File: src/hw/rtl/rle_enc_pkg.sv
`default_nettype none

package rle_enc_pkg;

	// Five decimal digits cover the run cap of 65535.
	localparam int NumDigits = 5;
	localparam int DigitIdxW = $clog2(NumDigits);

	typedef logic [NumDigits-1:0][3:0] bcd_t;
	typedef logic [DigitIdxW-1:0] digit_idx_t;

	// The run cap and the count of a fresh run, both in BCD.
	localparam bcd_t CapBcd = 20'h65535;
	localparam bcd_t OneBcd = 20'h00001;

	localparam logic [3:0] AsciiDigitHi = 4'h3;

	typedef struct packed {
		logic take;
		logic advance;
	} rle_cmd_t;

	typedef struct packed {
		logic starts_group;
		logic at_byte;
		logic pending;
	} rle_sts_t;

endpackage

`default_nettype wire

File: src/hw/rtl/rle_enc_ctrl.sv
`default_nettype none

module rle_enc_ctrl (
	input  wire logic                 clk,
	input  wire logic                 arst_n,
	input  wire logic                 in_valid,
	output logic                      in_ready,
	output logic                      out_valid,
	input  wire logic                 out_ready,
	output rle_enc_pkg::rle_cmd_t     cmd,
	input  wire rle_enc_pkg::rle_sts_t sts
);

	typedef enum logic {
		ST_IDLE,
		ST_EMIT
	} state_t;

	state_t state_q;

	always_comb begin
		in_ready    = (state_q == ST_IDLE);
		out_valid   = (state_q == ST_EMIT);
		cmd.take    = in_ready && in_valid;
		cmd.advance = out_valid && out_ready;
	end

	always_ff @(posedge clk or negedge arst_n) begin
		if (!arst_n) begin
			state_q <= ST_IDLE;
		end else begin
			case (state_q)
				ST_IDLE: begin
					if (cmd.take && sts.starts_group) begin
						state_q <= ST_EMIT;
					end
				end
				ST_EMIT: begin
					// A pending single-byte run follows the current group directly.
					if (cmd.advance && sts.at_byte && !sts.pending) begin
						state_q <= ST_IDLE;
					end
				end
				default: begin
					state_q <= ST_IDLE;
				end
			endcase
		end
	end

	a_no_overlap: assert property (@(posedge clk) disable iff (!arst_n)
		!(in_ready && out_valid))
		else $error("input and output sides open at once");

	a_digit_continues: assert property (@(posedge clk) disable iff (!arst_n)
		(cmd.advance && !sts.at_byte) |=> (state_q == ST_EMIT))
		else $error("group ended before its run byte");

	a_silent_item: assert property (@(posedge clk) disable iff (!arst_n)
		(cmd.take && !sts.starts_group) |=> in_ready)
		else $error("growing run left the input side closed");

	a_pending_reload: assert property (@(posedge clk) disable iff (!arst_n)
		(cmd.advance && sts.at_byte && sts.pending) |=> (out_valid && !sts.at_byte))
		else $error("pending run not emitted after group");

endmodule

`default_nettype wire

File: src/hw/rtl/rle_enc_dp.sv
`default_nettype none

module rle_enc_dp (
	input  wire logic                  clk,
	input  wire logic                  arst_n,
	input  wire logic [7:0]            in_byte,
	input  wire logic                  in_last,
	output logic [7:0]                 out_byte,
	output logic                       out_last,
	input  wire rle_enc_pkg::rle_cmd_t cmd,
	output rle_enc_pkg::rle_sts_t      sts
);

	logic [7:0]              run_byte_q;
	rle_enc_pkg::bcd_t       run_cnt_q;
	logic                    run_open_q;
	rle_enc_pkg::bcd_t       em_cnt_q;
	logic [7:0]              em_byte_q;
	logic                    em_last_q;
	rle_enc_pkg::digit_idx_t idx_q;
	logic                    byte_phase_q;
	logic                    pending_q;

	rle_enc_pkg::bcd_t cnt_inc;
	logic              same;

	function automatic rle_enc_pkg::digit_idx_t msd(input rle_enc_pkg::bcd_t c);
		rle_enc_pkg::digit_idx_t r;
		r = '0;
		for (int i = 0; i < rle_enc_pkg::NumDigits; i++) begin
			if (c[i] != 4'd0) begin
				r = rle_enc_pkg::DigitIdxW'(i);
			end
		end
		return r;
	endfunction

	// BCD increment: a digit wraps from nine to zero and carries.
	always_comb begin
		logic carry;
		carry = 1'b1;
		for (int i = 0; i < rle_enc_pkg::NumDigits; i++) begin
			if (carry && run_cnt_q[i] == 4'd9) begin
				cnt_inc[i] = 4'd0;
			end else begin
				cnt_inc[i] = run_cnt_q[i] + {3'd0, carry};
				carry = 1'b0;
			end
		end
	end

	assign same = run_open_q && (in_byte == run_byte_q) && (run_cnt_q != rle_enc_pkg::CapBcd);

	always_comb begin
		sts.starts_group = in_last || (run_open_q && !same);
		sts.at_byte      = byte_phase_q;
		sts.pending      = pending_q;
		out_last         = byte_phase_q && em_last_q;
		out_byte         = byte_phase_q ? em_byte_q
		                                : {rle_enc_pkg::AsciiDigitHi, em_cnt_q[idx_q]};
	end

	always_ff @(posedge clk or negedge arst_n) begin
		if (!arst_n) begin
			run_byte_q   <= '0;
			run_cnt_q    <= '0;
			run_open_q   <= 1'b0;
			idx_q        <= '0;
			byte_phase_q <= 1'b0;
			pending_q    <= 1'b0;
		end else if (cmd.take) begin
			run_open_q <= !in_last;
			if (same) begin
				run_cnt_q <= cnt_inc;
				if (in_last) begin
					idx_q        <= msd(cnt_inc);
					byte_phase_q <= 1'b0;
				end
			end else begin
				run_byte_q <= in_byte;
				run_cnt_q  <= rle_enc_pkg::OneBcd;
				if (run_open_q) begin
					idx_q        <= msd(run_cnt_q);
					byte_phase_q <= 1'b0;
					pending_q    <= in_last;
				end else if (in_last) begin
					idx_q        <= '0;
					byte_phase_q <= 1'b0;
				end
			end
		end else if (cmd.advance) begin
			if (byte_phase_q) begin
				if (pending_q) begin
					// The new run is a single byte and holds a count of one.
					idx_q        <= '0;
					byte_phase_q <= 1'b0;
					pending_q    <= 1'b0;
				end
			end else if (idx_q == '0) begin
				byte_phase_q <= 1'b1;
			end else begin
				idx_q <= idx_q - 1'b1;
			end
		end
	end

	// Group payload; it is only read while a group is being emitted.
	always_ff @(posedge clk) begin
		if (cmd.take) begin
			if (same) begin
				if (in_last) begin
					em_cnt_q  <= cnt_inc;
					em_byte_q <= run_byte_q;
					em_last_q <= 1'b1;
				end
			end else if (run_open_q) begin
				em_cnt_q  <= run_cnt_q;
				em_byte_q <= run_byte_q;
				em_last_q <= 1'b0;
			end else if (in_last) begin
				em_cnt_q  <= rle_enc_pkg::OneBcd;
				em_byte_q <= in_byte;
				em_last_q <= 1'b1;
			end
		end else if (cmd.advance && byte_phase_q && pending_q) begin
			em_cnt_q  <= rle_enc_pkg::OneBcd;
			em_byte_q <= run_byte_q;
			em_last_q <= 1'b1;
		end
	end

endmodule

`default_nettype wire

File: src/hw/rtl/rle_text_encoder_unit.sv
`default_nettype none

// Channel  | Signals                            | Direction
// ---------+------------------------------------+----------
// input    | in_valid, in_ready, in_byte, in_last  | in
// output   | out_valid, out_ready, out_byte, out_last | out
//
// A byte that only grows the run is taken without output. An item that closes a run
// starts a run group of output beats: its digits (one to five) and the run byte, plus
// one digit and one byte more when a single-byte final run follows. The run count is
// held in BCD and the group is sent one digit per beat. Reset clears the open run and
// returns to taking input.
// While output is stalled the group holds and no input beat is taken.

module rle_text_encoder_unit (
	input  wire logic       clk,
	input  wire logic       arst_n,
	input  wire logic       in_valid,
	output logic            in_ready,
	input  wire logic [7:0] in_byte,
	input  wire logic       in_last,
	output logic            out_valid,
	input  wire logic       out_ready,
	output logic [7:0]      out_byte,
	output logic            out_last
);

	rle_enc_pkg::rle_cmd_t cmd;
	rle_enc_pkg::rle_sts_t sts;

	rle_enc_ctrl u_ctrl (
		.clk       (clk),
		.arst_n    (arst_n),
		.in_valid  (in_valid),
		.in_ready  (in_ready),
		.out_valid (out_valid),
		.out_ready (out_ready),
		.cmd       (cmd),
		.sts       (sts)
	);

	rle_enc_dp u_dp (
		.clk      (clk),
		.arst_n   (arst_n),
		.in_byte  (in_byte),
		.in_last  (in_last),
		.out_byte (out_byte),
		.out_last (out_last),
		.cmd      (cmd),
		.sts      (sts)
	);

endmodule

`default_nettype wire
File: config.mk
export PLATFORM = sky130hd
export DESIGN_NAME = rle_text_encoder_unit
export DESIGN_NICKNAME = d
export VERILOG_FILES = /design/src/hw/rtl/rle_enc_pkg.sv /design/src/hw/rtl/rle_enc_ctrl.sv /design/src/hw/rtl/rle_enc_dp.sv /design/src/hw/rtl/rle_text_encoder_unit.sv
export SDC_FILE = /design/constraint.sdc
export NUM_CORES = 1
export LEC_CHECK = 0
export ABC_CLOCK_PERIOD_IN_PS = 6500
export BUFFER_PORTS_ARGS = -buffer_cell sky130_fd_sc_hd__buf_4
export CORE_MARGIN = 2
export CORE_UTILIZATION = 50
export DETAILED_ROUTE_END_ITERATION = 6
export PLACE_DENSITY = 0.78
export SETUP_SLACK_MARGIN = 0.4
export SYNTH_ARGS = -nofsm -noshare
export SYNTH_HDL_FRONTEND = slang
export SYNTH_SLANG_ARGS = --single-unit
export TNS_END_PERCENT = 100
File: constraint.sdc
create_clock -name clk -period 6.5 [get_ports clk]
set_input_delay 0.975 -clock clk [delete_from_list [all_inputs] [get_ports clk]]
set_output_delay 0.975 -clock clk [all_outputs]
set_load 0.01 [all_outputs]
* After elaboration in Yosys (flattened, before gate mapping)
Index checks and enable logic that the tools add are counted. W data, S select, Z words.
Storage, ports and cells: word-level logic and storage cells 137, memories kept 0, register bits 64, input port bits 13, memory bits (writable) 0, latch bits 0, memory bits (read-only) 0, output and inout port bits 11
Cells by class: $lt $le $gt $ge 1, shift-type cells 0, reduce and logical (&&, ||, !) cells 34, muxes and demuxes 63, equality and inequality tests 13, div/mod/pow operators 0, multipliers 0, bitwise logic cells 2, add/subtract/negate cells 6
Operator list (number):
- $mux W20 | 7
- $mux W8 | 7
- $mux W3 | 11
- $reduce_bool A4 Y1 | 8
- $mux W1 | 26
- $mux W4 | 6
- $eq A4 B4 Y1 const B | 5
- $ne A20 B19 Y1 const B | 1
- $add A4 B1 Y4 | 4
- $logic_and A1 B1 Y1 | 14
- $bmux W4 S3 | 1
- $eq A8 B8 Y1 | 1
- $mux W2 | 4
- $ne A3 B2 Y1 const B | 2
- $ne A3 B3 Y1 const B | 2
- $reduce_bool A2 Y1 | 3
- $reduce_and A5 Y1 | 1
- $add A4 B1 Y4 const B | 1
- $lt A3 B4 Y1 const B | 1
- $reduce_and A4 Y1 | 1
- $logic_not A1 Y1 | 3
- $logic_not A3 Y1 | 1
- $reduce_and A3 Y1 | 1
- $sub A3 B1 Y3 const B | 1
- other kinds (6) | 7

* Depth between registers and ports, before layout
Gate-level depths: netlist of run 1.
word-level depth 15, depth in mapped cells 13, gate-level depth less buffers 12

* By module
A second synthesis of run 1 with hierarchy kept.
Second synthesis, totals: cells, all modules 396, area, all modules 3866.2 sq um
By module, submodules not included:
- rle_enc_dp | area an instance 3789.9 sq um, times used 1, cells each 389, sequential area each 1721.7 sq um
- rle_enc_ctrl | area an instance 76.3 sq um, times used 1, cells each 7, sequential area each 25.0 sq um

* Worst setup path after synthesis of run 1
OpenSTA, ideal clock, no wires.
path kind input-to-reg, start in in_valid, end reg u_dp.em_byte_q[0] (enable), path slack 2.161 ns, arrival 3.882 ns, buffers on the path 2, library setup time 0.456 ns, data required time 6.044 ns, stages on the path 5, cell sequence nand2b_1 -> clkbuf_1 -> clkbuf_1 -> nor2_1 -> a21boi_0
Between the ends: longest elaborated chain between the ends 3, elaborated cells between the ends (all ways) 5, classes of those cells eq/ne (2); reduce/logical (3)
Ends and longest elaborated chain:
- start: declaration | RTL line rle_text_encoder_unit.sv:18 | input wire logic in_valid,
- $logic_and A1 B1 Y1 * | RTL line rle_enc_ctrl.sv:24 | cmd.take = in_ready && in_valid;
- $ne A3 B2 Y1 (no source line), or another cell as far along
- $reduce_and A3 Y1 (no source line) *
- end signal: assignment | RTL line rle_enc_dp.sv:113 | em_byte_q <= run_byte_q;
- end signal: assignment | RTL line rle_enc_dp.sv:118 | em_byte_q <= run_byte_q;
- end signal: assignment | RTL line rle_enc_dp.sv:122 | em_byte_q <= in_byte;
- end: declaration | RTL line rle_enc_dp.sv:18 | logic [7:0] em_byte_q;
Every way passes the cells marked *; elsewhere a longest branch is shown, timed or not. A chain may end at the register's enable or synchronous reset.

* Final worst setup path of run 1
start reg u_dp.run_cnt_q[0] in the netlist's numbering, end reg u_dp.idx_q[0]
Between the ends: longest elaborated chain between the ends 15, elaborated cells between the ends (all ways) 32, classes of those cells add/sub (4); eq/ne (3); mux (15); reduce/logical (10)
Ends and longest elaborated chain:
- start: declaration | RTL line rle_enc_dp.sv:15 | rle_enc_pkg::bcd_t run_cnt_q;
- start signal: assignment | RTL line rle_enc_dp.sv:74 | run_cnt_q <= cnt_inc;
- start signal: assignment | RTL line rle_enc_dp.sv:81 | run_cnt_q <= rle_enc_pkg::OneBcd;
- $eq A4 B4 Y1 | RTL line rle_enc_dp.sv:43 | if (carry && run_cnt_q[i] == 4'd9) begin
- $mux W1 | RTL line rle_enc_dp.sv:43
- $logic_and A1 B1 Y1 | RTL line rle_enc_dp.sv:43
- $mux W1 | RTL line rle_enc_dp.sv:43
- $logic_and A1 B1 Y1 | RTL line rle_enc_dp.sv:43
- $mux W1 | RTL line rle_enc_dp.sv:43
- $logic_and A1 B1 Y1 | RTL line rle_enc_dp.sv:43
- $mux W1 | RTL line rle_enc_dp.sv:43
- $add A4 B1 Y4 / $logic_and A1 B1 Y1 (equally long branches) | RTL line rle_enc_dp.sv:46, rle_enc_dp.sv:43
- $mux W4 | RTL line rle_enc_dp.sv:43
- $reduce_bool A4 Y1 | RTL line rle_enc_dp.sv:31 | if (c[i] != 4'd0) begin
- $mux W3 | RTL line rle_enc_dp.sv:31
- $mux W3 | RTL line rle_enc_dp.sv:75 | if (in_last) begin
- $mux W3 | RTL line rle_enc_dp.sv:73 | if (same) begin
- $mux W3 | RTL line rle_enc_dp.sv:71 | end else if (cmd.take) begin
- end signal: assignment | RTL line rle_enc_dp.sv:76 | idx_q <= msd(cnt_inc);
- end signal: assignment | RTL line rle_enc_dp.sv:83 | idx_q <= msd(run_cnt_q);
- end signal: assignment | RTL line rle_enc_dp.sv:102 | idx_q <= idx_q - 1'b1;
- end: declaration | RTL line rle_enc_dp.sv:20 | rle_enc_pkg::digit_idx_t idx_q;
Parallel ways exist; a longest one is shown, timed or not. The select of a mux whose other input is x is not followed.

==> results of run 1 <==
## layer usage
layer  GRT usage  wire (um)
met2       0.352       4520
met1       0.336       4420
met4      0.0797        240
met5           0          0
met3      0.0457        673
## cells in the mapped netlist (3+ instances only)
cell type / n / area (um^2)
a21oi_1: 24 / 120
nand4_1: 5 / 31.3
nor4_1: 9 / 56.3
nor2b_1: 7 / 43.8
edfxtp_1: 29 / 871
a22o_1: 8 / 70.1
o31ai_1: 6 / 45.0
xnor2_1: 9 / 78.8
buf_4: 3 / 22.5
or3_1: 5 / 31.3
inv_1: 10 / 37.5
nand3_1: 9 / 45.0
mux2_1: 5 / 56.3
o21ai_0: 30 / 150
mux2_2: 8 / 90.1
a22oi_1: 4 / 30.0
ha_1: 8 / 100
and4_1: 3 / 26.3
a31oi_1: 6 / 37.5
buf_2: 4 / 20.0
a21o_1: 5 / 37.5
nand2b_1: 11 / 68.8
o21a_1: 3 / 22.5
nor4b_1: 4 / 35.0
dfrtp_1: 35 / 876
nand3b_1: 6 / 45.0
nor2_1: 17 / 63.8
xor2_1: 5 / 43.8
clkbuf_1: 25 / 93.8
and2_1: 4 / 25.0
nor3_1: 15 / 75.1
mux4_2: 4 / 90.1
and3_1: 3 / 18.8
nand2_1: 45 / 169
## cell type report
class                   count  share of cell area
inverters                  10             0.00851
clock buffers              10              0.0289
repair buffers             26              0.0443
multi-input cells         313               0.485
clock inverters             6             0.00823
flip-flops and latches     64               0.396
well taps                 102              0.0289
## cell usage in the layout, fill, tap and decap left out, types with 3 or more instances in the layout
master,n
clkinv_2,4
xor2_1,5
and4_1,3
a22o_1,8
a31oi_1,6
a21oi_1,24
nand4_1,5
o21ai_0,30
and3_1,3
nor4b_1,4
nor3_1,15
mux2_1,5
nand3b_1,6
clkbuf_8,9
dfrtp_1,35
nand2b_1,11
xnor2_1,9
a21o_1,5
and2_1,4
o21a_1,3
buf_4,26
nor2_1,17
a22oi_1,4
o31ai_1,6
nor4_1,9
edfxtp_1,29
inv_1,10
mux4_2,4
ha_1,8
nor2b_1,7
or3_1,5
nand2_1,45
nand3_1,9
mux2_2,8
## stage by stage
stage	worst slack [ps]	cell area (um^2)	utilization	total power [mW]
floorplan	2160	4060	-	0.897
global placement	3040	4250	0.544	1.03
detailed placement	3060	4250	0.544	1.05
CTS	3190	4410	0.565	1.34
global route	2990	4410	0.565	1.41
finish	3130	4410	0.565	1.34
## flip-flops by register name (all words and copies together), names as in the netlist
register and count:
u_dp.byte_phase_q 1, u_dp.idx_q 3, u_dp.run_open_q 1, u_dp.run_byte_q 8, u_dp.run_cnt_q 20, u_ctrl.out_valid 1, u_dp.em_byte_q 8, u_dp.pending_q 1
u_dp.em_last_q 1, u_dp.em_cnt_q 20
## power groups by stage
stage | logic [mW] | registers [mW] | clock network [mW]
after global placement | 0.429 | 0.600 | 0
after detailed placement | 0.440 | 0.607 | 0
final | 0.442 | 0.600 | 0.296
after floorplan | 0.334 | 0.563 | 0
after CTS | 0.443 | 0.599 | 0.301
after global routing | 0.484 | 0.613 | 0.316
## logic make-up after synthesis
group                      count (synthesis)  synth area share
muxes                                     18            0.0608
DFF                                       64             0.431
xor gates and xnor gates                  14            0.0302
buffers and inverters                     42            0.0429
AOI/OAI and AO/OA                        111             0.178
and+or+nand+nor                          162             0.232
adders and majority gates                  8            0.0247
## worst max-delay path: cells and delay by family, from the launching register on
| family | cells | cell delay [ps] |
|---|---|---|
| adder cells (fa/ha/maj) | 2 | 550 |
| AND/OR/NAND/NOR | 6 | 1710 |
| flip-flops | 1 | 630 |
| AO/OA/AOI/OAI | 2 | 400 |
## worst paths after layout
kind	startpoint	cells after the start	end
worst max-delay path	u_dp.run_cnt_q[0]	10	u_dp.idx_q[0]
worst min-delay path	u_dp.run_byte_q[7]	2	u_dp.run_byte_q[7]
worst max register to register	u_dp.run_cnt_q[0]	10	u_dp.idx_q[0]
worst min register to register	u_dp.run_byte_q[7]	2	u_dp.run_byte_q[7]
max in group asynchronous	arst_n	1	u_dp.run_cnt_q[19]
min in group asynchronous	arst_n	1	u_dp.run_byte_q[5]
==> results.cfg, run 1 <==
[setup_path]
crit_chain = nand4bb_1, or3_1, nor3_2, ha_1, ha_1, nand4_1, a211oi_1, nor2_1, or3_1, a31oi_1
cp_max_fo = 14
worstPathArrival_ps = 3630
slowest_delay_ps = 630
worstSetupPathType = reg -> reg
cpMaxStageDelayCell = dfrtp_1
required_ps = 6760
endpoint_kind = register
r2r_setup_slack_ps = 3130
cp-start-kind = register

[pwr]
power.internal_mw = 0.861
sw_frac_of_total = 0.356
ir_drop_mv = 0.121
comb_power_share = 0.330
power_density_mw_per_mm2 = 303
pwr-share-seq = 0.448
p_sw_mw = 0.476
leakagePower_nw = 1.69
clockPowerShare = 0.221

[timing]
holdWs_ps = 532
period_needed_ps = 3370
setup_viol = 0
tightest_slew_ps = 1100
rsz0062_at_grt = no
skew_ps = 15.7
finalCritPeriodShare = 0.518
slew_violations = 0
finalHoldViolCount = 0
slew_headroom = 0.264
fin_tns_setup_ps = 0
fmax_mhz = 297

[finish]
fin_cells = 531
syn_to_final_growth_pct = 8.73
layout-drive-gt1-share = 0.154
n_antenna_cell = 0
num-fill-cells = 683
multi_input_area_mm2 = 0.00214
fin_nets = 445
seqCellArea_mm2 = 0.00175

[logic_synthesis]
synth_async_sr_flop_share = 0.547
yosysUniqueCellTypes = 66
yosysWarnings = 0
ys_ff_latch = 64
synthCells = 419
synth-edff-count = 29
syn-num-nets = 440
yosys_most_used_dff = dfrtp_1
syn_area_mm2 = 0.00406
syn_area_per_cell_um2 = 9.68
ys_seq_area_frac = 0.431

[routing]
drt-pass1-iter-count = 7
ant_nets = 0
wl_per_cell_um = 18.6
drt_iter0_drc = 381
wl_um = 9850
drcViolationCount = 0
vias = 3376
routed_via_density = 6.36

[floorplanning]
die_w_um = 94.1
die_h_um = 94.1
start_util = 0.519
dieArea_mm2 = 0.00885
pin_count = 24
core_area_mm2 = 0.00781
row_count = 32

[cts]
cts_root_buffer = clkbuf_8
clock_sink_count = 64
cts_buffer_depth = 2
numCtsBuffers = 9
clkTransAtPathRegs_ps = 80
htree_levels = 3
post_cts_buffers = 0
ctsResizeCount = 0
tritoncts = done
clock_latency_ps = 350
hold_buffers = 0

[min_path]
min_path_type = reg -> reg

[global_routing]
grt_overflow = 0
grt.total_usage = 0.233
grt_pass1_wl_um = 15700
antenna_found_initial = 0
grt_max_degree = 39
grt_pass1_vias = 3022

[status]
outcome = completed

[placed_design]
gp_congestion = 0.954
place_inst = 515
portBuffers = 23
place_hpwl_um = 6920

[flow_run]
cap_viol_max_count = 0
No activity file was read; power rests on OpenSTA's default activity.
==> run 2: changes to the inputs <==
--- a/config.mk
+++ b/config.mk
@@ -5,7 +5,7 @@
 export SDC_FILE = /design/constraint.sdc
 export NUM_CORES = 1
 export LEC_CHECK = 0
-export ABC_CLOCK_PERIOD_IN_PS = 6500
+export ABC_CLOCK_PERIOD_IN_PS = 3300
 export BUFFER_PORTS_ARGS = -buffer_cell sky130_fd_sc_hd__buf_4
 export CORE_MARGIN = 2
 export CORE_UTILIZATION = 50
==> constraint.sdc (replaced) <==
create_clock -name clk -period 3.3 [get_ports clk]
set_input_delay 0.495 -clock clk [delete_from_list [all_inputs] [get_ports clk]]
set_output_delay 0.495 -clock clk [all_outputs]
set_load 0.01 [all_outputs]
==> run 2 against run 1 <==
Compared with the run above:
- flip-flop and latch count unchanged
- non-clock buffer count increased by 23
- sequential power grew 97%
- critical path type unchanged
- largest power group unchanged
- die area unchanged
==> results.cfg, run 2 (synthesized netlist as in run 1, its figures left out) <==
[global_routing]
grt_overflow = 0
grt_pass1_wl_um = 17000
grt.total_usage = 0.251
grt_pass1_vias = 3314
grt_max_degree = 36
antenna_found_initial = 0

[finish]
n_antenna_cell = 0
syn_to_final_growth_pct = 17.1
num-fill-cells = 649
layout-drive-gt1-share = 0.237
largestRegisters = u_dp.em_cnt_q: 20 flops, u_dp.run_cnt_q: 20 flops
fin_nets = 468
mostFrequentLayoutCell = buf_4
most-common-layout-cells = buf_4 (48), nand2_1 (44), o21ai_0 (30), dfrtp_1 (30), edfxtp_1 (29)

[cts]
cts_root_buffer = clkbuf_8
cts_buffer_depth = 2
htree_levels = 3
numCtsBuffers = 9
clkTransAtPathRegs_ps = 90
tritoncts = done
hold_buffers = 0
clock_sink_count = 64
clock_latency_ps = 360

[timing]
fmax_mhz = 350
finalHoldViolCount = 0
slew_violations = 0
fin_tns_setup_ps = 0
finalCritPeriodShare = 0.865
skew_ps = 17.7
tightest_slew_ps = 871
rsz0062_at_grt = no
period_needed_ps = 2850
setup_viol = 0
slew_headroom = 0.414

[setup_path]
crit_chain = buf_4, or4b_4, nor4_2, and2_1, o21ai_2, a21boi_4, buf_12
cpMaxStageDelayCell = or4b_4
path_buf_inv = 2
crit_family = simple AND/OR/NAND/NOR gates
reg2reg_from = u_dp.run_cnt_q[7]
cp-start-kind = register
r2r_cells = 7
required_ps = 3340
r2r-end = u_dp.em_byte_q[7]
startpoint = u_dp.run_cnt_q[7]
cp_max_fo = 28
endpoint = u_dp.em_byte_q[7]
worstSetupPathType = reg -> reg
slowest_delay_ps = 540
endpoint_kind = register
worstPathArrival_ps = 2900
r2r_setup_slack_ps = 450
cp.depth = 7

[floorplanning]
die_h_um = 94.1
row_count = 32
pin_count = 24
start_util = 0.519
die_w_um = 94.1
core_area_mm2 = 0.00781
dieArea_mm2 = 0.00885

[routing]
ant_nets = 0
drcViolationCount = 0
drt-pass1-iter-count = 6
vias = 3594
routed_via_density = 6.49
drt_iter0_drc = 458
wl_um = 10700
wl_per_cell_um = 19.3

[pwr]
leakagePower_nw = 1.83
power_density_mw_per_mm2 = 609
fin_total_pwr_mw = 2.89
ir_drop_mv = 0.276

[min_path]
min_path_type = in -> async

[status]
outcome = completed

[flow_run]
cap_viol_max_count = 0

[placed_design]
gp_congestion = 0.924
portBuffers = 23
place_hpwl_um = 7140
## run 2: cell count changes in the layout (fill, tap and decap cells not counted), moves of 3 or more
cell,change
ha_2,+3
dfrtp_1,-5
clkinv_2,-4
buf_4,+22
dfrtp_2,+5
ha_1,-3
## run 2: worst reg2reg max path: stages (launching register included)
cell	delay, ps
dfrtp_2	440
buf_4	150
or4b_4	540
nor4_2	390
and2_1	400
o21ai_2	180
a21boi_4	200
buf_12	220
## run 2: final cells by class
type,count,area [um^2],share of cell area
Clock buffer,10,138,0.0290
Clock inverter,6,91.3,0.0192
Inverter,10,37.5,0.00790
Multi-Input combinational cell,313,2220,0.468
Sequential cell,64,1750,0.369
Tap cell,102,128,0.0269
Timing Repair Buffer,49,380,0.0801
## run 2: worst min-delay path by stage
stage / endpoint / cells past startpoint / slack [ps] / start
2_1_floorplan: u_ctrl.out_valid / 0 / 200 / arst_n
3_3_place_gp: u_dp.run_byte_q[7] / 1 / 500 / arst_n
3_5_place_dp: u_dp.run_cnt_q[18] / 1 / 500 / arst_n
4_1_cts: u_dp.run_cnt_q[9] / 1 / 120 / arst_n
5_1_grt: u_dp.run_cnt_q[0] / 1 / 130 / arst_n
6_report: u_dp.run_cnt_q[0] / 1 / 110 / arst_n
## run 2: where the power goes
group	switching, mW	internal [mW]	total (mW)
sequential	0.163	1.02	1.18
clock	0.343	0.448	0.791
combinational	0.489	0.430	0.919
## run 2: repair_timing
item                       4_1_cts  5_1_grt
setup buffers                    1       12
resized for setup                4       15
pin swaps                        1        2
setup endpoints to repair        2        8
## run 2: per-stage QoR
stage | setup slack (ps) | instance area (um^2) | cells | utilization | hold slack [ps]
detailed placement | 301 | 4340 | 525 | 0.556 | 504
global route | 399 | 4750 | 554 | 0.608 | 132
global placement | 349 | 4340 | 525 | 0.556 | 499
CTS | 421 | 4590 | 542 | 0.588 | 118
floorplan | 445 | 4070 | 419 | - | 199
finish | 446 | 4750 | 554 | 0.608 | 107
## run 2: routing by layer
| metal | vias to the layer above | global-route usage | wire, um |
|---|---|---|---|
| met5 | - | 0 | 0 |
| met4 | 0 | 0.0882 | 187 |
| li1 | 1625 | - | - |
| met2 | 217 | 0.378 | 4930 |
| met1 | 1725 | 0.358 | 4630 |
| met3 | 27 | 0.0554 | 947 |
